--- src/design/tfp_pkg.sv ---
// Shared package for the text-to-fixed-point parser.
// Holds field widths, character codes, register indexes, state types and the digit decoder.
// No dependencies; every other design file refers to it by scoped names.
`timescale 1ns / 1ps
`default_nettype none

package tfp_pkg;

	// Field and state widths.
	localparam int CODE_W     = 16;
	localparam int BASE_W     = 5;
	localparam int DIGIT_W    = 4;
	localparam int INT_W      = 23;
	localparam int FRAC_W     = 24;
	localparam int SCALE_W    = 25;
	localparam int CNT_W      = 4;
	localparam int FRAC_BITS  = 12;
	localparam int VALUE_W    = 36;
	localparam int MAC_W      = SCALE_W + BASE_W;
	localparam int QCNT_W     = $clog2(FRAC_BITS);
	localparam int CFG_IDX_W  = 1;
	localparam int CFG_DATA_W = 5;

	// Fraction digits beyond this count are consumed but ignored.
	localparam int MAX_FRACTION_DIGITS = 6;

	// Character codes.
	localparam logic [CODE_W-1:0] CODE_POINT = 16'hFF0E;
	localparam logic [CODE_W-1:0] CODE_MINUS = 16'hFF0D;
	localparam logic [CODE_W-1:0] CODE_DIG0  = 16'hFF10;
	localparam logic [CODE_W-1:0] CODE_DIG9  = 16'hFF19;
	localparam logic [CODE_W-1:0] CODE_LETA  = 16'hFF21;
	localparam logic [CODE_W-1:0] CODE_LETF  = 16'hFF26;

	// Integer part stops growing once it reaches this value.
	localparam logic [INT_W-1:0] INT_STOP_LIMIT = 23'd524288;

	localparam logic [BASE_W-1:0] BASE_RESET = 5'd10;
	localparam logic [BASE_W-1:0] BASE_MAX   = 5'd16;

	// Configuration register indexes.
	typedef enum logic [CFG_IDX_W-1:0] {
		REG_NUMBER_BASE = 1'b0,
		REG_ALLOW_POINT = 1'b1
	} cfg_reg_t;

	// Parse phase of the current string.
	typedef enum logic [1:0] {
		PH_INT,
		PH_FRAC,
		PH_STOP
	} phase_t;

	// Sequencer states.
	typedef enum logic [2:0] {
		ST_IDLE,
		ST_STEP,
		ST_SCALE,
		ST_DIV,
		ST_FIN
	} seq_state_t;

	// Decoded character: digit flag and digit value.
	typedef struct packed {
		logic               is_digit;
		logic [DIGIT_W-1:0] value;
	} digit_t;

	// Map a full-width character code to a digit value, if it is one.
	function automatic digit_t decode_digit(logic [CODE_W-1:0] code);
		digit_t r;
		r.is_digit = 1'b0;
		r.value    = '0;
		if (code >= CODE_DIG0 && code <= CODE_DIG9) begin
			r.is_digit = 1'b1;
			r.value    = DIGIT_W'(code - CODE_DIG0);
		end else if (code >= CODE_LETA && code <= CODE_LETF) begin
			r.is_digit = 1'b1;
			r.value    = DIGIT_W'(code - CODE_LETA + 16'd10);
		end
		return r;
	endfunction

endpackage

`default_nettype wire

--- src/design/tfp_if.sv ---
// Stream interfaces of the text-to-fixed-point parser: character input and value output.
// Depends on tfp_pkg for the payload widths.
`timescale 1ns / 1ps
`default_nettype none

interface tfp_char_if;
	logic                       valid;
	logic                       ready;
	logic [tfp_pkg::CODE_W-1:0] char_code;
	logic                       is_last;

	modport source (output valid, output char_code, output is_last, input ready);
	modport sink (input valid, input char_code, input is_last, output ready);
endinterface

interface tfp_value_if;
	logic                               valid;
	logic                               ready;
	logic signed [tfp_pkg::VALUE_W-1:0] fixed_value;

	modport source (output valid, output fixed_value, input ready);
	modport sink (input valid, input fixed_value, output ready);
endinterface

`default_nettype wire

--- src/design/tfp_mac.sv ---
// Shared multiply-add unit: y = a * b + c, used for the integer, fraction and scale updates.
// Depends on tfp_pkg for widths.
`timescale 1ns / 1ps
`default_nettype none

module tfp_mac (
	input  wire logic [tfp_pkg::SCALE_W-1:0] a,
	input  wire logic [tfp_pkg::BASE_W-1:0]  b,
	input  wire logic [tfp_pkg::DIGIT_W-1:0] c,
	output logic      [tfp_pkg::MAC_W-1:0]   y
);

	// The radix is at most 16, so this is a narrow 25 x 5 product.
	assign y = tfp_pkg::MAC_W'(a) * tfp_pkg::MAC_W'(b) + tfp_pkg::MAC_W'(c);

endmodule

`default_nettype wire

--- src/design/tfp_div.sv ---
// Restoring divider for the fraction: quotient = (fraction * 4096) / scale, one bit per cycle.
// Depends on tfp_pkg; the divisor is held stable by the caller while it runs.
`timescale 1ns / 1ps
`default_nettype none

module tfp_div (
	input  wire logic                          clk,
	input  wire logic                          arst_n,
	input  wire logic                          start,
	input  wire logic [tfp_pkg::FRAC_W-1:0]    dividend,
	input  wire logic [tfp_pkg::SCALE_W-1:0]   divisor,
	output logic                               done,
	output logic      [tfp_pkg::FRAC_BITS-1:0] quotient
);

	logic                            busy_q;
	logic                            done_q;
	logic [tfp_pkg::QCNT_W-1:0]      cnt_q;
	logic [tfp_pkg::SCALE_W-1:0]     rem_q;
	logic [tfp_pkg::FRAC_BITS-1:0]   quo_q;
	logic [tfp_pkg::SCALE_W:0]       rem_shift;
	logic [tfp_pkg::SCALE_W:0]       rem_diff;
	logic                            fits;

	// One compare-subtract step; the remainder stays below the divisor when the dividend starts below it.
	always_comb begin
		rem_shift = {rem_q, 1'b0};
		fits      = rem_shift >= {1'b0, divisor};
		rem_diff  = rem_shift - {1'b0, divisor};
	end

	// Iteration control.
	always_ff @(posedge clk or negedge arst_n) begin
		if (!arst_n) begin
			busy_q <= 1'b0;
			done_q <= 1'b0;
			cnt_q  <= '0;
		end else if (start) begin
			busy_q <= 1'b1;
			done_q <= 1'b0;
			cnt_q  <= '0;
		end else if (busy_q) begin
			cnt_q <= cnt_q + 1'b1;
			if (cnt_q == tfp_pkg::QCNT_W'(tfp_pkg::FRAC_BITS - 1)) begin
				busy_q <= 1'b0;
				done_q <= 1'b1;
			end
		end else begin
			done_q <= 1'b0;
		end
	end

	// Remainder and quotient shift registers.
	always_ff @(posedge clk) begin
		if (start) begin
			rem_q <= tfp_pkg::SCALE_W'(dividend);
		end else if (busy_q) begin
			rem_q <= fits ? rem_diff[tfp_pkg::SCALE_W-1:0] : rem_shift[tfp_pkg::SCALE_W-1:0];
			quo_q <= {quo_q[tfp_pkg::FRAC_BITS-2:0], fits};
		end
	end

	assign done     = done_q;
	assign quotient = quo_q;

endmodule

`default_nettype wire

--- src/design/text_to_fixed_point_parser.sv ---
// Text-to-fixed-point parser: turns a string of full-width characters into a signed 24.12 value.
// Depends on tfp_pkg, tfp_if, tfp_mac and tfp_div.
//
// One character is taken at a time; the input is not ready while a character is being worked on.
// A character is accepted in the idle state and then makes one pass through the shared
// multiply-add unit; a fraction digit within the digit limit makes a second pass, for the scale.
// After the character marked last, the bit-per-cycle fraction divider works out the quotient,
// the sequencer waits for its done flag, and the output register is loaded once its previous
// word has been taken. Only the last character of a string produces a word, and parsing state
// returns to its initial values afterwards; register settings are kept.
`timescale 1ns / 1ps
`default_nettype none

module text_to_fixed_point_parser (
	input  wire logic                            clk,
	input  wire logic                            arst_n,
	input  wire logic                            cfg_we,
	input  wire logic [tfp_pkg::CFG_IDX_W-1:0]   cfg_index,
	input  wire logic [tfp_pkg::CFG_DATA_W-1:0]  cfg_data,
	tfp_char_if.sink                             char_in,
	tfp_value_if.source                          value_out
);

	tfp_pkg::seq_state_t             state_q, state_d;
	tfp_pkg::phase_t                 phase_q, phase_d;
	logic [tfp_pkg::CODE_W-1:0]      code_q, code_d;
	logic                            last_q, last_d;
	logic                            first_q, first_d;
	logic                            neg_q, neg_d;
	logic [tfp_pkg::INT_W-1:0]       int_acc_q, int_acc_d;
	logic [tfp_pkg::FRAC_W-1:0]      frac_acc_q, frac_acc_d;
	logic [tfp_pkg::SCALE_W-1:0]     scale_q, scale_d;
	logic [tfp_pkg::CNT_W-1:0]       count_q, count_d;
	logic                            out_valid_q, out_valid_d;
	logic [tfp_pkg::VALUE_W-1:0]     out_value_q, out_value_d;
	logic [tfp_pkg::BASE_W-1:0]      number_base_q;
	logic                            allow_point_q;

	logic [tfp_pkg::BASE_W-1:0]      eff_base;
	tfp_pkg::digit_t                 dig;
	logic                            digit_ok;
	logic                            step_scale;
	logic [tfp_pkg::SCALE_W-1:0]     mac_a;
	logic [tfp_pkg::DIGIT_W-1:0]     mac_c;
	logic [tfp_pkg::MAC_W-1:0]       mac_y;
	logic                            div_start;
	logic                            div_done;
	logic [tfp_pkg::FRAC_BITS-1:0]   div_quotient;
	logic [tfp_pkg::VALUE_W-1:0]     magnitude;

	// Shared multiply-add unit.
	tfp_mac u_mac (
		.a (mac_a),
		.b (eff_base),
		.c (mac_c),
		.y (mac_y)
	);

	// Fraction divider.
	tfp_div u_div (
		.clk      (clk),
		.arst_n   (arst_n),
		.start    (div_start),
		.dividend (frac_acc_q),
		.divisor  (scale_q),
		.done     (div_done),
		.quotient (div_quotient)
	);

	// Radix clamp and digit classification of the held character.
	always_comb begin
		eff_base  = (number_base_q > tfp_pkg::BASE_MAX) ? tfp_pkg::BASE_MAX : number_base_q;
		dig       = tfp_pkg::decode_digit(code_q);
		digit_ok  = dig.is_digit && ({1'b0, dig.value} < eff_base);
		magnitude = {1'b0, int_acc_q, div_quotient};
	end

	// Sequencer: next state, datapath selects and state updates.
	always_comb begin
		state_d     = state_q;
		phase_d     = phase_q;
		code_d      = code_q;
		last_d      = last_q;
		first_d     = first_q;
		neg_d       = neg_q;
		int_acc_d   = int_acc_q;
		frac_acc_d  = frac_acc_q;
		scale_d     = scale_q;
		count_d     = count_q;
		out_value_d = out_value_q;
		out_valid_d = out_valid_q;
		mac_a       = '0;
		mac_c       = '0;
		div_start   = 1'b0;
		step_scale  = 1'b0;

		if (out_valid_q && value_out.ready) begin
			out_valid_d = 1'b0;
		end

		unique case (state_q)
			tfp_pkg::ST_IDLE: begin
				if (char_in.valid) begin
					code_d  = char_in.char_code;
					last_d  = char_in.is_last;
					state_d = tfp_pkg::ST_STEP;
				end
			end
			tfp_pkg::ST_STEP: begin
				first_d = 1'b0;
				unique case (phase_q)
					tfp_pkg::PH_INT: begin
						if (digit_ok) begin
							mac_a     = tfp_pkg::SCALE_W'(int_acc_q);
							mac_c     = dig.value;
							int_acc_d = mac_y[tfp_pkg::INT_W-1:0];
							if (mac_y >= tfp_pkg::MAC_W'(tfp_pkg::INT_STOP_LIMIT)) begin
								phase_d = tfp_pkg::PH_STOP;
							end
						end else if (code_q == tfp_pkg::CODE_POINT && allow_point_q) begin
							phase_d = tfp_pkg::PH_FRAC;
						end else if (first_q && code_q == tfp_pkg::CODE_MINUS) begin
							neg_d = 1'b1;
						end else begin
							phase_d = tfp_pkg::PH_STOP;
						end
					end
					tfp_pkg::PH_FRAC: begin
						if (digit_ok) begin
							if (count_q < tfp_pkg::CNT_W'(tfp_pkg::MAX_FRACTION_DIGITS)) begin
								mac_a      = tfp_pkg::SCALE_W'(frac_acc_q);
								mac_c      = dig.value;
								frac_acc_d = mac_y[tfp_pkg::FRAC_W-1:0];
								count_d    = count_q + 1'b1;
								step_scale = 1'b1;
							end
						end else begin
							phase_d = tfp_pkg::PH_STOP;
						end
					end
					default: begin
						// Stopped: characters are ignored until the last one.
					end
				endcase
				if (step_scale) begin
					state_d = tfp_pkg::ST_SCALE;
				end else if (last_q) begin
					state_d   = tfp_pkg::ST_DIV;
					div_start = 1'b1;
				end else begin
					state_d = tfp_pkg::ST_IDLE;
				end
			end
			tfp_pkg::ST_SCALE: begin
				mac_a   = scale_q;
				scale_d = mac_y[tfp_pkg::SCALE_W-1:0];
				if (last_q) begin
					state_d   = tfp_pkg::ST_DIV;
					div_start = 1'b1;
				end else begin
					state_d = tfp_pkg::ST_IDLE;
				end
			end
			tfp_pkg::ST_DIV: begin
				if (div_done) begin
					state_d = tfp_pkg::ST_FIN;
				end
			end
			tfp_pkg::ST_FIN: begin
				// Load the output word once the register is free, then start a new string.
				if (!out_valid_q || value_out.ready) begin
					out_valid_d = 1'b1;
					out_value_d = neg_q ? (tfp_pkg::VALUE_W'(0) - magnitude) : magnitude;
					phase_d     = tfp_pkg::PH_INT;
					first_d     = 1'b1;
					neg_d       = 1'b0;
					int_acc_d   = '0;
					frac_acc_d  = '0;
					scale_d     = tfp_pkg::SCALE_W'(1);
					count_d     = '0;
					state_d     = tfp_pkg::ST_IDLE;
				end
			end
			default: begin
				state_d = tfp_pkg::ST_IDLE;
			end
		endcase
	end

	// State register.
	always_ff @(posedge clk or negedge arst_n) begin
		if (!arst_n) begin
			state_q <= tfp_pkg::ST_IDLE;
		end else begin
			state_q <= state_d;
		end
	end

	// Parse state and output valid.
	always_ff @(posedge clk or negedge arst_n) begin
		if (!arst_n) begin
			phase_q     <= tfp_pkg::PH_INT;
			first_q     <= 1'b1;
			neg_q       <= 1'b0;
			int_acc_q   <= '0;
			frac_acc_q  <= '0;
			scale_q     <= tfp_pkg::SCALE_W'(1);
			count_q     <= '0;
			out_valid_q <= 1'b0;
		end else begin
			phase_q     <= phase_d;
			first_q     <= first_d;
			neg_q       <= neg_d;
			int_acc_q   <= int_acc_d;
			frac_acc_q  <= frac_acc_d;
			scale_q     <= scale_d;
			count_q     <= count_d;
			out_valid_q <= out_valid_d;
		end
	end

	// Held character and output word.
	always_ff @(posedge clk) begin
		code_q      <= code_d;
		last_q      <= last_d;
		out_value_q <= out_value_d;
	end

	// Configuration registers.
	always_ff @(posedge clk or negedge arst_n) begin
		if (!arst_n) begin
			number_base_q <= tfp_pkg::BASE_RESET;
			allow_point_q <= 1'b1;
		end else if (cfg_we) begin
			unique case (tfp_pkg::cfg_reg_t'(cfg_index))
				tfp_pkg::REG_NUMBER_BASE: number_base_q <= cfg_data;
				tfp_pkg::REG_ALLOW_POINT: allow_point_q <= cfg_data[0];
				default: begin
				end
			endcase
		end
	end

	assign char_in.ready         = (state_q == tfp_pkg::ST_IDLE);
	assign value_out.valid       = out_valid_q;
	assign value_out.fixed_value = $signed(out_value_q);

endmodule

`default_nettype wire

--- src/flat_wrapper.sv ---
// flat-port wrapper written by rule: the top's interface ports become plain ports
module text_to_fixed_point_parser_flat 
  (clk, arst_n, cfg_we, cfg_index, cfg_data, char_in_valid, char_in_char_code, char_in_is_last, char_in_ready, value_out_valid, value_out_fixed_value, value_out_ready);
  tfp_char_if char_in_i ();
  tfp_value_if value_out_i ();
  input  wire logic clk;
  input  wire logic arst_n;
  input  wire logic cfg_we;
  input  wire logic [tfp_pkg::CFG_IDX_W-1:0] cfg_index;
  input  wire logic [tfp_pkg::CFG_DATA_W-1:0] cfg_data;
  input wire logic [$bits(char_in_i.valid)-1:0] char_in_valid;
  input wire logic [$bits(char_in_i.char_code)-1:0] char_in_char_code;
  input wire logic [$bits(char_in_i.is_last)-1:0] char_in_is_last;
  output wire logic [$bits(char_in_i.ready)-1:0] char_in_ready;
  output wire logic [$bits(value_out_i.valid)-1:0] value_out_valid;
  output wire logic [$bits(value_out_i.fixed_value)-1:0] value_out_fixed_value;
  input wire logic [$bits(value_out_i.ready)-1:0] value_out_ready;
  assign char_in_i.valid = char_in_valid;
  assign char_in_i.char_code = char_in_char_code;
  assign char_in_i.is_last = char_in_is_last;
  assign char_in_ready = char_in_i.ready;
  assign value_out_valid = value_out_i.valid;
  assign value_out_fixed_value = value_out_i.fixed_value;
  assign value_out_i.ready = value_out_ready;
  text_to_fixed_point_parser u_core (.clk(clk), .arst_n(arst_n), .cfg_we(cfg_we), .cfg_index(cfg_index), .cfg_data(cfg_data), .char_in(char_in_i), .value_out(value_out_i));
endmodule
--- config.mk ---
export PLATFORM = sky130hd
export DESIGN_NAME = text_to_fixed_point_parser_flat
export DESIGN_NICKNAME = d
export VERILOG_FILES = /design/src/design/tfp_pkg.sv /design/src/design/tfp_if.sv /design/src/design/tfp_mac.sv /design/src/design/tfp_div.sv /design/src/design/text_to_fixed_point_parser.sv /design/src/flat_wrapper.sv
export SDC_FILE = /design/constraint.sdc
export NUM_CORES = 1
export LEC_CHECK = 0
export BUFFER_PORTS_ARGS = -buffer_cell sky130_fd_sc_hd__buf_2
export CORE_MARGIN = 3
export CORE_UTILIZATION = 35
export DETAILED_ROUTE_END_ITERATION = 6
export PLACE_DENSITY = 0.6
export SYNTH_ARGS = -nofsm -noshare
export SYNTH_HDL_FRONTEND = slang
export SYNTH_HIERARCHICAL = 1
export SYNTH_SLANG_ARGS = --single-unit
export TNS_END_PERCENT = 1
--- constraint.sdc ---
create_clock -name clk -period 7.6 [get_ports clk]
set_clock_uncertainty 0.05 [all_clocks]
set_input_delay 1.9 -clock clk [delete_from_list [all_inputs] [get_ports clk]]
set_output_delay 1.9 -clock clk [all_outputs]
set_load 0.1 [all_outputs]
# == Word-level counts from Yosys, hierarchy flattened ==
# Cells that the tools add are included.
# word_totals
register_bits,186
inputBits,28
out_inout_bits,38
elab_cells,162
# classes
n_addsub,8
multipliers,1
magnitude_cmp,9
eq_ne,23
n_mux,73
n_bitwise,2
reduce_logical,25
# op_table
op,count
$mux W24,7
$pmux W25 S2,3
$mux W23,4
$mux W25,3
$pmux W24 S2,1
$pmux W23 S2,1
$mux W4,10
$sub A1 B35 Y36 const A,1
$mux W35,1
$eq A16 B16 Y1 const B,2
$ge A16 B16 Y1 const B,2
$le A16 B16 Y1 const B,2
$add A30 B4 Y30,1
$ge A30 B20 Y1 const B,1
$mul A25 B5 Y30,1
$ge A26 B25 Y1,1
$sub A25 B25 Y25,1
$mux W1,21
$pmux W4 S2,2
$mux W5,3
$pmux W3 S5,1
$mux W2,7
$reduce_and A2 Y1,7
$mux W3,4
30 further kinds,54

# == Logic depth before layout (Yosys ltp) ==
# Gate-level depths: netlist of run 1.
# logic_depth
word_depth,16
depth_mapped,34
ltp_nobuf,32

# == Cells and area by module ==
# The synthesis of run 1 kept the hierarchy.
# modules_own_cells
mod,instances,cells_per_inst,area_each_um2
text_to_fixed_point_parser,1,653,7139.3
tfp_mac,1,569,4593.2
tfp_div,1,338,3337.0

# == Least setup slack after synthesis of run 1 ==
# No wires, ideal clock.
# synth_path
kind,reg-to-reg
from,reg u_core/code_q[0] (netlist bit)
to,reg u_core.phase_q[1]
setup_time_ns,0.142
arrival_ns,7.536
path_slack_ns,-0.127
path_stages_with_launch,34
period_less_slack_ns,7.727
path_cell_list,edfxtp_1 > inv_1 > ha_1 > or3b_2 > nand4_1 > nor2_1 > o22ai_1 > inv_1 > ha_1 > nand4b_1 > a311oi_4 > a211oi_4 > and3_1 > buf_6 > buf_6 > a221o_1 > and2_1 > fa_1 > fa_1 > inv_1 > fa_1 > inv_1 > ha_1 > a21o_1 > a31o_1 > o21ai_1 > a21oi_1 > o211a_1 > or3_1 > xor2_1 > nor4_1 > nand3_1 > o2bb2ai_1 > a31oi_1
# synth_via
elab_chain_cells,14
elab_cells_between_ends,37
# synth_rtl
item,line_no,text
"start, declared",text_to_fixed_point_parser.sv:26,"logic [tfp_pkg::CODE_W-1:0] code_q, code_d;"
"start signal, assigned",text_to_fixed_point_parser.sv:224,code_q <= code_d;
"$sub A4 B1 Y4, or another cell as far along",tfp_pkg.sv:79,r.value = DIGIT_W'(code - CODE_LETA + 16'd10);
$add A4 B4 Y4 / $logic_and A1 B1 Y1 (equally long branches),"tfp_pkg.sv:79, tfp_pkg.sv:77",
$mux W5,tfp_pkg.sv:77,end else if (code >= CODE_LETA && code <= CODE_LETF) begin
$mux W5 *,tfp_pkg.sv:74,if (code >= CODE_DIG0 && code <= CODE_DIG9) begin
$lt A4 B5 Y1,text_to_fixed_point_parser.sv:74,"digit_ok = dig.is_digit && ({1'b0, dig.value} < eff_base);"
$logic_and A1 B1 Y1 *,text_to_fixed_point_parser.sv:74,
$mux W25 / $mux W23 (equally long branches),"text_to_fixed_point_parser.sv:129, text_to_fixed_point_parser.sv:113",
$pmux W25 S2 *,text_to_fixed_point_parser.sv:111,unique case (phase_q)
$pmux W25 S2 *,text_to_fixed_point_parser.sv:101,unique case (state_q)
via u_core.mac_a (one bit),text_to_fixed_point_parser.sv:43,logic [tfp_pkg::SCALE_W-1:0] mac_a;
$mul A25 B5 Y30 *,tfp_mac.sv:14,assign y = tfp_pkg::MAC_W'(a) * tfp_pkg::MAC_W'(b) + tfp_pkg::MAC_W'(c);
$add A30 B4 Y30 *,tfp_mac.sv:14,
via u_core.mac_y (one bit),text_to_fixed_point_parser.sv:45,logic [tfp_pkg::MAC_W-1:0] mac_y;
$ge A30 B20 Y1 *,text_to_fixed_point_parser.sv:117,if (mac_y >= tfp_pkg::MAC_W'(tfp_pkg::INT_STOP_LIMIT)) begin
$ne A4 B4 Y1 (no line) *,n/a,
$reduce_and A6 Y1 (no line) *,n/a,
"end signal, assigned",text_to_fixed_point_parser.sv:202,phase_q <= tfp_pkg::PH_INT;
"end signal, assigned",text_to_fixed_point_parser.sv:211,phase_q <= phase_d;
"end, declared",text_to_fixed_point_parser.sv:25,"tfp_pkg::phase_t phase_q, phase_d;"
# Mark *: on every way through the listed nets, which the timed path passes. The rest lies on a longest branch.
# A chain may end at the register's enable or synchronous reset.

# == Worst setup path in the final report of run 1 ==
# layout_path
from,reg u_core/code_q[0] (netlist bit)
to,reg u_core.phase_q[1]
# layout_via
elab_cells_between_ends,37
# layout_rtl
item,line_no,text
"$sub A4 B1 Y4, or another cell as far along",tfp_pkg.sv:79,
$add A4 B4 Y4 / $logic_and A1 B1 Y1 (equally long branches),"tfp_pkg.sv:79, tfp_pkg.sv:77",
$mux W5,tfp_pkg.sv:77,
$mux W5 *,tfp_pkg.sv:74,
$lt A4 B5 Y1,text_to_fixed_point_parser.sv:74,
$logic_and A1 B1 Y1,text_to_fixed_point_parser.sv:74,
"$mux W4, on equally long branches","text_to_fixed_point_parser.sv:129, text_to_fixed_point_parser.sv:113",
$pmux W4 S2 *,text_to_fixed_point_parser.sv:111,
$mux W4 *,text_to_fixed_point_parser.sv:101,
via u_core.mac_c (one bit),text_to_fixed_point_parser.sv:44,logic [tfp_pkg::DIGIT_W-1:0] mac_c;
$add A30 B4 Y30 *,tfp_mac.sv:14,
via u_core.mac_y (one bit),text_to_fixed_point_parser.sv:45,
$ge A30 B20 Y1 *,text_to_fixed_point_parser.sv:117,
$ne A4 B4 Y1 (no line) *,n/a,
$reduce_and A6 Y1 (no line) *,n/a,
# Marked as above.

==> results of run 1 <==
[Yosys cell counts, types with 5 or more instances]
cell                       count
sky130_fd_sc_hd__mux2_1        6
sky130_fd_sc_hd__nand2_1     199
sky130_fd_sc_hd__xnor2_1      61
sky130_fd_sc_hd__and2_1      148
sky130_fd_sc_hd__o22ai_1       5
sky130_fd_sc_hd__nand4_1      16
sky130_fd_sc_hd__clkbuf_1     42
sky130_fd_sc_hd__nand3_1      15
sky130_fd_sc_hd__or3_1         5
sky130_fd_sc_hd__o21ai_0      63
sky130_fd_sc_hd__a31oi_1      10
sky130_fd_sc_hd__ha_1         95
sky130_fd_sc_hd__or4_1         6
sky130_fd_sc_hd__dfrtp_1      91
sky130_fd_sc_hd__o21a_1        9
sky130_fd_sc_hd__nor2b_1      15
sky130_fd_sc_hd__nand2b_1     10
sky130_fd_sc_hd__xor2_1       16
sky130_fd_sc_hd__o21bai_1      6
sky130_fd_sc_hd__nor4_1       10
sky130_fd_sc_hd__nor3b_1      10
sky130_fd_sc_hd__edfxtp_1     89
sky130_fd_sc_hd__a21o_1       18
sky130_fd_sc_hd__o31ai_1      11
sky130_fd_sc_hd__buf_2         9
sky130_fd_sc_hd__dfstp_2       5
sky130_fd_sc_hd__fa_1         74
sky130_fd_sc_hd__o31a_1        6
sky130_fd_sc_hd__buf_6        12
sky130_fd_sc_hd__and3_1        8
sky130_fd_sc_hd__a21oi_2       5
sky130_fd_sc_hd__a221o_1      29
sky130_fd_sc_hd__a21oi_1      46
sky130_fd_sc_hd__o21ai_1       7
sky130_fd_sc_hd__inv_1       166
sky130_fd_sc_hd__o41ai_1       6
sky130_fd_sc_hd__mux2i_1      56
sky130_fd_sc_hd__nor3_1       20
sky130_fd_sc_hd__mux2_2       20
sky130_fd_sc_hd__nor2_1       51
[power groups by stage]
| stage | Clock [uW] | Sequential [uW] | Combinational (uW) |
|---|---|---|---|
| global route | 929 | 1450 | 1780 |
| finish | 870 | 1430 | 1630 |
| floorplan | 0 | 1410 | 1240 |
| global placement | 0 | 1440 | 1570 |
| detailed placement | 0 | 1450 | 1590 |
| CTS | 893 | 1430 | 1600 |
[through the flow]
| stage | utilization | power, uW | instances |
|---|---|---|---|
| after global placement | 0.4001 | 3012 | 2242 |
| after detailed placement | 0.4001 | 3034 | 2242 |
| final | 0.4385 | 3930 | 2326 |
| after floorplan | - | 2644 | 1560 |
| after global routing | 0.4385 | 4163 | 2326 |
| after CTS | 0.4319 | 3927 | 2318 |
[final timing paths]
kind | startpoint | endpoint | slack (ns) | cells after the start
max in group asynchronous | arst_n | u_core/scale_q[10] | 4.90 | 2
min | u_core/first_q | u_core/first_q | 0.42 | 2
max reg2reg | u_core/code_q[0] | u_core/phase_q[1] | -0.27 | 42
min reg2reg | u_core/first_q | u_core/first_q | 0.42 | 2
min in group asynchronous | arst_n | u_core/count_q[3] | 1.37 | 1
max | u_core/code_q[0] | u_core/phase_q[1] | -0.27 | 42
[metal layers]
| layer | global-route usage | vias to the layer above | wire length [um] |
|---|---|---|---|
| li1 | - | 5804 | - |
| met5 | 0 | - | 0 |
| met2 | 0.3167 | 288 | 20110 |
| met1 | 0.2526 | 6084 | 19090 |
| met3 | 0.03131 | 55 | 1710 |
| met4 | 0.05333 | 0 | 939 |
[final cells by class]
type                            count  area, um^2  share of cell area
Timing Repair Buffer              261        1967              0.1062
Tap cell                          539       674.4             0.03642
Clock buffer                       18       439.2             0.02372
Multi-Input combinational cell   1141        9583              0.5175
Sequential cell                   186        5101              0.2755
Inverter                          167       626.9             0.03385
Clock inverter                     14       126.4            0.006824
[registers in the layout, summed over array words and instances (netlist names)]
name and flops:
u_core/value_out.fixed_value 36, u_core/scale_q 25, u_core/u_div/rem_q 25, u_core/frac_acc_q 24
u_core/int_acc_q 23, u_core/code_q 16, u_core/u_div/quotient 12, u_core/number_base_q 5
u_core/count_q 4, u_core/u_div/cnt_q 4, u_core/state_q 3, u_core/phase_q 2
u_core/allow_point_q 1, u_core/first_q 1, u_core/last_q 1, u_core/neg_q 1
u_core/u_div/busy_q 1, u_core/u_div/done 1, u_core/value_out.valid 1
[critical path, delay by kind of cell, from the launching register on]
kind	cells	cell delay, ns
xor gates and xnor gates	1	0.12
AOI/OAI and AO/OA	10	1.89
DFF	1	0.43
and+or+nand+nor	5	1.02
buffers and inverters	21	2.68
adders and majority gates	5	1.53
[kinds of logic (layout without fill, tap and decap cells)]
| logic type | count (synthesis) | in the layout | synth area share |
|---|---|---|---|
| simple gates | 538 | 538 | 0.1849 |
| compound gates | 275 | 275 | 0.1329 |
| buf+inv | 233 | 460 | 0.06509 |
| flops | 186 | 186 | 0.3385 |
| fa+ha+maj | 169 | 169 | 0.1772 |
| mux | 82 | 82 | 0.05663 |
| xor+xnor | 77 | 77 | 0.04475 |
[repair_timing]
item | CTS | global route
endpoints found under the setup margin | 3 | 36
cloned | 3 | 0
gates resized for setup | 69 | 42
pin swaps | 86 | 40
buffers inserted | 41 | 8
==> flow_summary.yaml, run 1 <==
outcome:
  outcome: "complete, but fails checks"
  failed_checks: "negative setup slack"
route:
  finalWirelength_mm: 41.84
  vias_per_cell: 5.258
  iter_0_drt_violations: 862
  drtAntennaViolNets: 0
  wl_per_cell_um: 17.99
  num_vias: 12230
  drtPass1Iterations: 5
  drcViolationCount: 0
synthesis:
  synth_top_area_cell: "sky130_fd_sc_hd__edfxtp_1"
  ys_warn_count: 6
  netlist_area_before_placement_um2: 15070
  synth_largest_type_area_fraction: 0.1773
  ys_seq_area_frac: 0.3385
  syn_avg_cell_area_um2: 9.660
  ys_seq_elements: 186
  number_of_flops_mapped_to_enable_cells_by_yosys: 89
  synthCells: 1560
  synth_async_sr_flop_share: 0.5161
  synth_ff_type: "sky130_fd_sc_hd__dfrtp_1"
  synth.top_cells.by_area: "sky130_fd_sc_hd__edfxtp_1 (18%), sky130_fd_sc_hd__dfrtp_1 (15%), sky130_fd_sc_hd__fa_1 (9.8%)"
  mappedNetlistNets: 1757
  synthDistinctLibCells: 95
power_and_ir_drop:
  share_seq_of_total_power: 0.365
  switching_share: 0.3851
  power.density_nw_per_um2: 212.2
  internal_portion_of_total_power_uw: 2417
  comb_power_share: 0.414
  power.ir.vdd_worst_mv: 0.1270
  power.share.clock: 0.221
  leakage_uw: 0.008164
  total_switching_power_uw: 1513
timing:
  tightestPinTransition_ns: 1.181
  setup_viol: 3
  finalMaxSlewViolations: 0
  whs_ns: 0.4152
  maxClockFrequency_mhz: 127.1
  rsz0062_at_grt: "yes"
  fin_setup_tns_ns: -0.2993
  finalCritPeriodShare: 1.035
  period_needed_ns: 7.866
  worst_slack_ns: -0.2662
  timing.max_slew.rel_slack: 0.2129
  timing_hold_violations_final: 0
clock_network:
  root_buffer: "sky130_fd_sc_hd__clkbuf_16"
  clkSinkCount: 186
  cts_htree_levels: 4
  cts_buffers: 17
  cts_tree: "built"
  cts_hold_buf: 0
  clk_pin_slew_worst_paths_ns: 0.07
  largest_buffer_count_on_any_clock_path: 2
  clk_latency_ns: 0.46
layout:
  layout-drive-gt1-share: 0.2485
  most-common-layout-cells: "sky130_fd_sc_hd__nand2_1 (197), sky130_fd_sc_hd__buf_4 (183), sky130_fd_sc_hd__inv_1 (162), sky130_fd_sc_hd__and2_1 (132), sky130_fd_sc_hd__dfrtp_1 (91)"
  p_r_area_growth_vs_syn_pct: 22.88
  layout.cells.most_common: "sky130_fd_sc_hd__nand2_1"
  layout.nets: 1971
  diodes: 0
  layout.filler_cells: 3997
  layout.cell_area.non_filler_um2: 18520
floorplan:
  rows: 75
  floorplan.die.height_um: 213.5
  die_w_um: 213.5
  top_level_i_o_count: 66
  core-area_um2: 42230
  initial_cell_density_of_the_core: 0.3569
  die_ar_um2: 45580
critical_path:
  timing.critical_path.arrival_ns: 8.15
  timing.critical_path.mode_cell: "sky130_fd_sc_hd__buf_4"
  crit_path_max_fanout: 5
  worstSetupStartpointType: "register"
  timing.setup.critical_path_class: "reg2reg"
  cpMaxStageDelayCell: "sky130_fd_sc_hd__edfxtp_1"
  crit_required_ns: 7.88
  worst_path_largest_cell_delay_ns: 0.43
  critPathCaptureType: "register"
global_route:
  first_pass_grt_wire_length_mm: 67.63
  first_global_vias: 12500
  grtUsageTotal: 0.1884
  largest_net_degree_at_the_start_of_global_routing: 83
  global_route.overflow_total: 0
  antenna_violations_before_repair: 0
placement:
  placement.io_buffers: 65
  detailedPlace.worstSlack_ns: -0.3052
  place_hpwl_mm: 31.08
  post_dp_cell_area_um2: 16900
  place_congestion: 0.8784
worst_hold_path:
  min_path_type: "reg2reg"
job:
  maxCapViolCount: 0
Note: power is estimated with default switching activity, not from simulation.
==> inputs of run 2 (changes only) <==
--- a/config.mk
+++ b/config.mk
@@ -7,9 +7,10 @@
 export LEC_CHECK = 0
 export BUFFER_PORTS_ARGS = -buffer_cell sky130_fd_sc_hd__buf_2
 export CORE_MARGIN = 3
-export CORE_UTILIZATION = 35
+export CORE_UTILIZATION = 30
 export DETAILED_ROUTE_END_ITERATION = 6
-export PLACE_DENSITY = 0.6
+export MAX_ROUTING_LAYER = met4
+export PLACE_DENSITY = 0.54
 export SYNTH_ARGS = -nofsm -noshare
 export SYNTH_HDL_FRONTEND = slang
 export SYNTH_HIERARCHICAL = 1
==> constraint.sdc (replaced) <==
create_clock -name clk -period 7.6 [get_ports clk]
set_clock_uncertainty 0.05 [all_clocks]
set_input_delay 0.76 -clock clk [delete_from_list [all_inputs] [get_ports clk]]
set_output_delay 0.76 -clock clk [all_outputs]
set_load 0.1 [all_outputs]
==> run 2 against run 1 <==
  * The run still ends with negative setup slack left
  * Wire length grew 2.1%
  * Cell count grew 5.6%
  * Flip-flop and latch count is the same
  * Worst setup slack gained 0.0023 ns
  * Global-route usage shrank 2.5 points
  * Via count shrank 0.27%
  * Sequential share of layout area shrank 0.51 points
  * Worst hold slack lost 0.21 ns
  * Core utilization shrank 5.6 points
  * Count of clock-buffer cells in the layout is the same
  * Critical endpoint unchanged
==> flow_summary.yaml, run 2 (synthesized netlist as in run 1, its figures left out) <==
clock_network:
  largest_buffer_count_on_any_clock_path: 2
  clk_latency_ns: 0.45
  root_buffer: "sky130_fd_sc_hd__clkbuf_16"
  clk_pin_slew_worst_paths_ns: 0.07
  cts_buffers: 17
  cts_htree_levels: 4
  clkSinkCount: 186
  cts_tree: "built"
critical_path:
  rr_startpoint: "u_core/code_q[0]"
  crit_required_ns: 7.88
  critical_path.startpoint: "u_core/code_q[0]"
  worstSetupStartpointType: "register"
  timing.critical_path.mode_cell: "sky130_fd_sc_hd__buf_4"
  critPathCaptureType: "register"
  timing.setup.critical_path_class: "reg2reg"
  timing.critical_path.arrival_ns: 8.14
  crit_path_max_fanout: 6
  worst_path_largest_cell_delay_ns: 0.50
  cpMaxStageDelayCell: "sky130_fd_sc_hd__fa_1"
outcome:
  outcome: "complete, but fails checks"
  failed_checks: "negative setup slack"
route:
  drcViolationCount: 0
  vias_per_cell: 4.965
  wl_per_cell_um: 17.40
  drtPass1Iterations: 5
  finalWirelength_mm: 42.74
  iter_0_drt_violations: 891
  drtAntennaViolNets: 0
  num_vias: 12200
layout:
  diodes: 0
  seqCellArea_um2: 5101
  multi_input_area_um2: 9741
  layout.filler_cells: 4894
  finalNonFillerCells: 2457
  layout.nets: 1977
  most-common-layout-cells: "sky130_fd_sc_hd__nand2_1 (196), sky130_fd_sc_hd__buf_4 (186), sky130_fd_sc_hd__inv_1 (157), sky130_fd_sc_hd__and2_1 (120), sky130_fd_sc_hd__dfrtp_1 (91)"
  largest_register_ffs: 36
  layout.cell_area.non_filler_um2: 18860
  layout-drive-gt1-share: 0.2672
  layout.cells.most_common: "sky130_fd_sc_hd__nand2_1"
  p_r_area_growth_vs_syn_pct: 25.18
power_and_ir_drop:
  totalPowerFinal_uw: 3977
  power.ir.vdd_worst_mv: 0.2110
  power.density_nw_per_um2: 210.8
  leakage_uw: 0.008233
timing:
  worst_slack_ns: -0.2639
  rsz0062_at_grt: "yes"
  setup_viol: 1
  finalMaxSlewViolations: 0
  maxClockFrequency_mhz: 127.2
  tightestPinTransition_ns: 1.159
  period_needed_ns: 7.864
  finalCritPeriodShare: 1.035
  timing_hold_violations_final: 0
  timing.max_slew.rel_slack: 0.2275
floorplan:
  rows: 81
  floorplan.die.height_um: 230.1
  top_level_i_o_count: 66
  die_ar_um2: 52960
  die_w_um: 230.1
  initial_cell_density_of_the_core: 0.3059
  core-area_um2: 49250
job:
  maxCapViolCount: 0
placement:
  post_dp_cell_area_um2: 17070
  post-place-cells: 2372
  place_hpwl_mm: 31.77
  detailedPlace.worstSlack_ns: -0.3986
  place_congestion: 0.8589
  placement.io_buffers: 65
global_route:
  grtUsageTotal: 0.1632
  first_global_vias: 12220
  global_route.overflow_total: 0
  largest_net_degree_at_the_start_of_global_routing: 83
  antenna_violations_before_repair: 0
  first_pass_grt_wire_length_mm: 67.55
worst_hold_path:
  min_path_type: "in2async"
-- run 2: changes by cell type in the layout (fill, tap and decap cells not counted), moves of 4 or more --
cell / delta
sky130_fd_sc_hd__a221o_1: -4
sky130_fd_sc_hd__a221o_2: +4
sky130_fd_sc_hd__and2_1: -12
sky130_fd_sc_hd__and2_4: +12
sky130_fd_sc_hd__buf_6: +4
sky130_fd_sc_hd__ha_1: -4
sky130_fd_sc_hd__ha_4: +6
sky130_fd_sc_hd__inv_1: -5
sky130_fd_sc_hd__inv_2: +5
-- run 2: routing by layer --
metal  GRT usage  share of wire  vias to the layer above
met5           -              0                        -
met4     0.04969          0.024                        0
met3     0.02515          0.041                       49
met2      0.2607           0.47                      254
met1      0.2140           0.46                     6084
li1            -              -                     5811
-- run 2: layout make-up --
class                           count  area share
Inverter                          167     0.03323
Timing Repair Buffer              267      0.1059
Clock inverter                     14    0.007362
Clock buffer                       18     0.02275
Multi-Input combinational cell   1141      0.5164
Tap cell                          664     0.04404
Sequential cell                   186      0.2704
-- run 2: power by group --
group,internal [uW],switching (uW)
registers,1300,134
logic,680,979
clock network,461,422
total,2440,1540
-- run 2: through the flow --
stage          setup TNS, ns  hold slack, ns    util
3_5_place_dp         -0.7567          0.4090  0.3466
3_3_place_gp         -0.2857          0.4047  0.3466
5_1_grt               -4.818          0.2093  0.3830
6_report             -0.2639          0.2062  0.3830
2_1_floorplan              0          0.3860       -
4_1_cts              -0.2285          0.1984  0.3624
-- run 2: worst paths after layout --
kind | to | slack [ns] | cells past startpoint
hold / removal | u_core/count_q[3] | 0.21 | 1
hold reg to reg | u_core/first_q | 0.42 | 2
setup / recovery | u_core/phase_q[1] | -0.26 | 40
setup reg to reg | u_core/phase_q[1] | -0.26 | 40
min in group clk | u_core/first_q | 0.42 | 2
max in group asynchronous | u_core/int_acc_q[7] | 6.02 | 2
-- run 2: critical path, delay by kind of cell (launching register included) --
kind | cells | cell delay [ns]
simple gates | 7 | 1.42
buf+inv | 18 | 2.09
compound gates | 9 | 1.87
fa+ha+maj | 5 | 1.80
xor+xnor | 1 | 0.12
flops | 1 | 0.39
-- run 2: what timing repair did --
item / CTS / global route
pin swaps: 22 / 115
buffers inserted: 16 / 35
gates resized for setup: 18 / 138
hold endpoints to repair: 0 / 0
hold buffers: 0 / 0
setup endpoints to repair: 13 / 38
cloned: 0 / 3
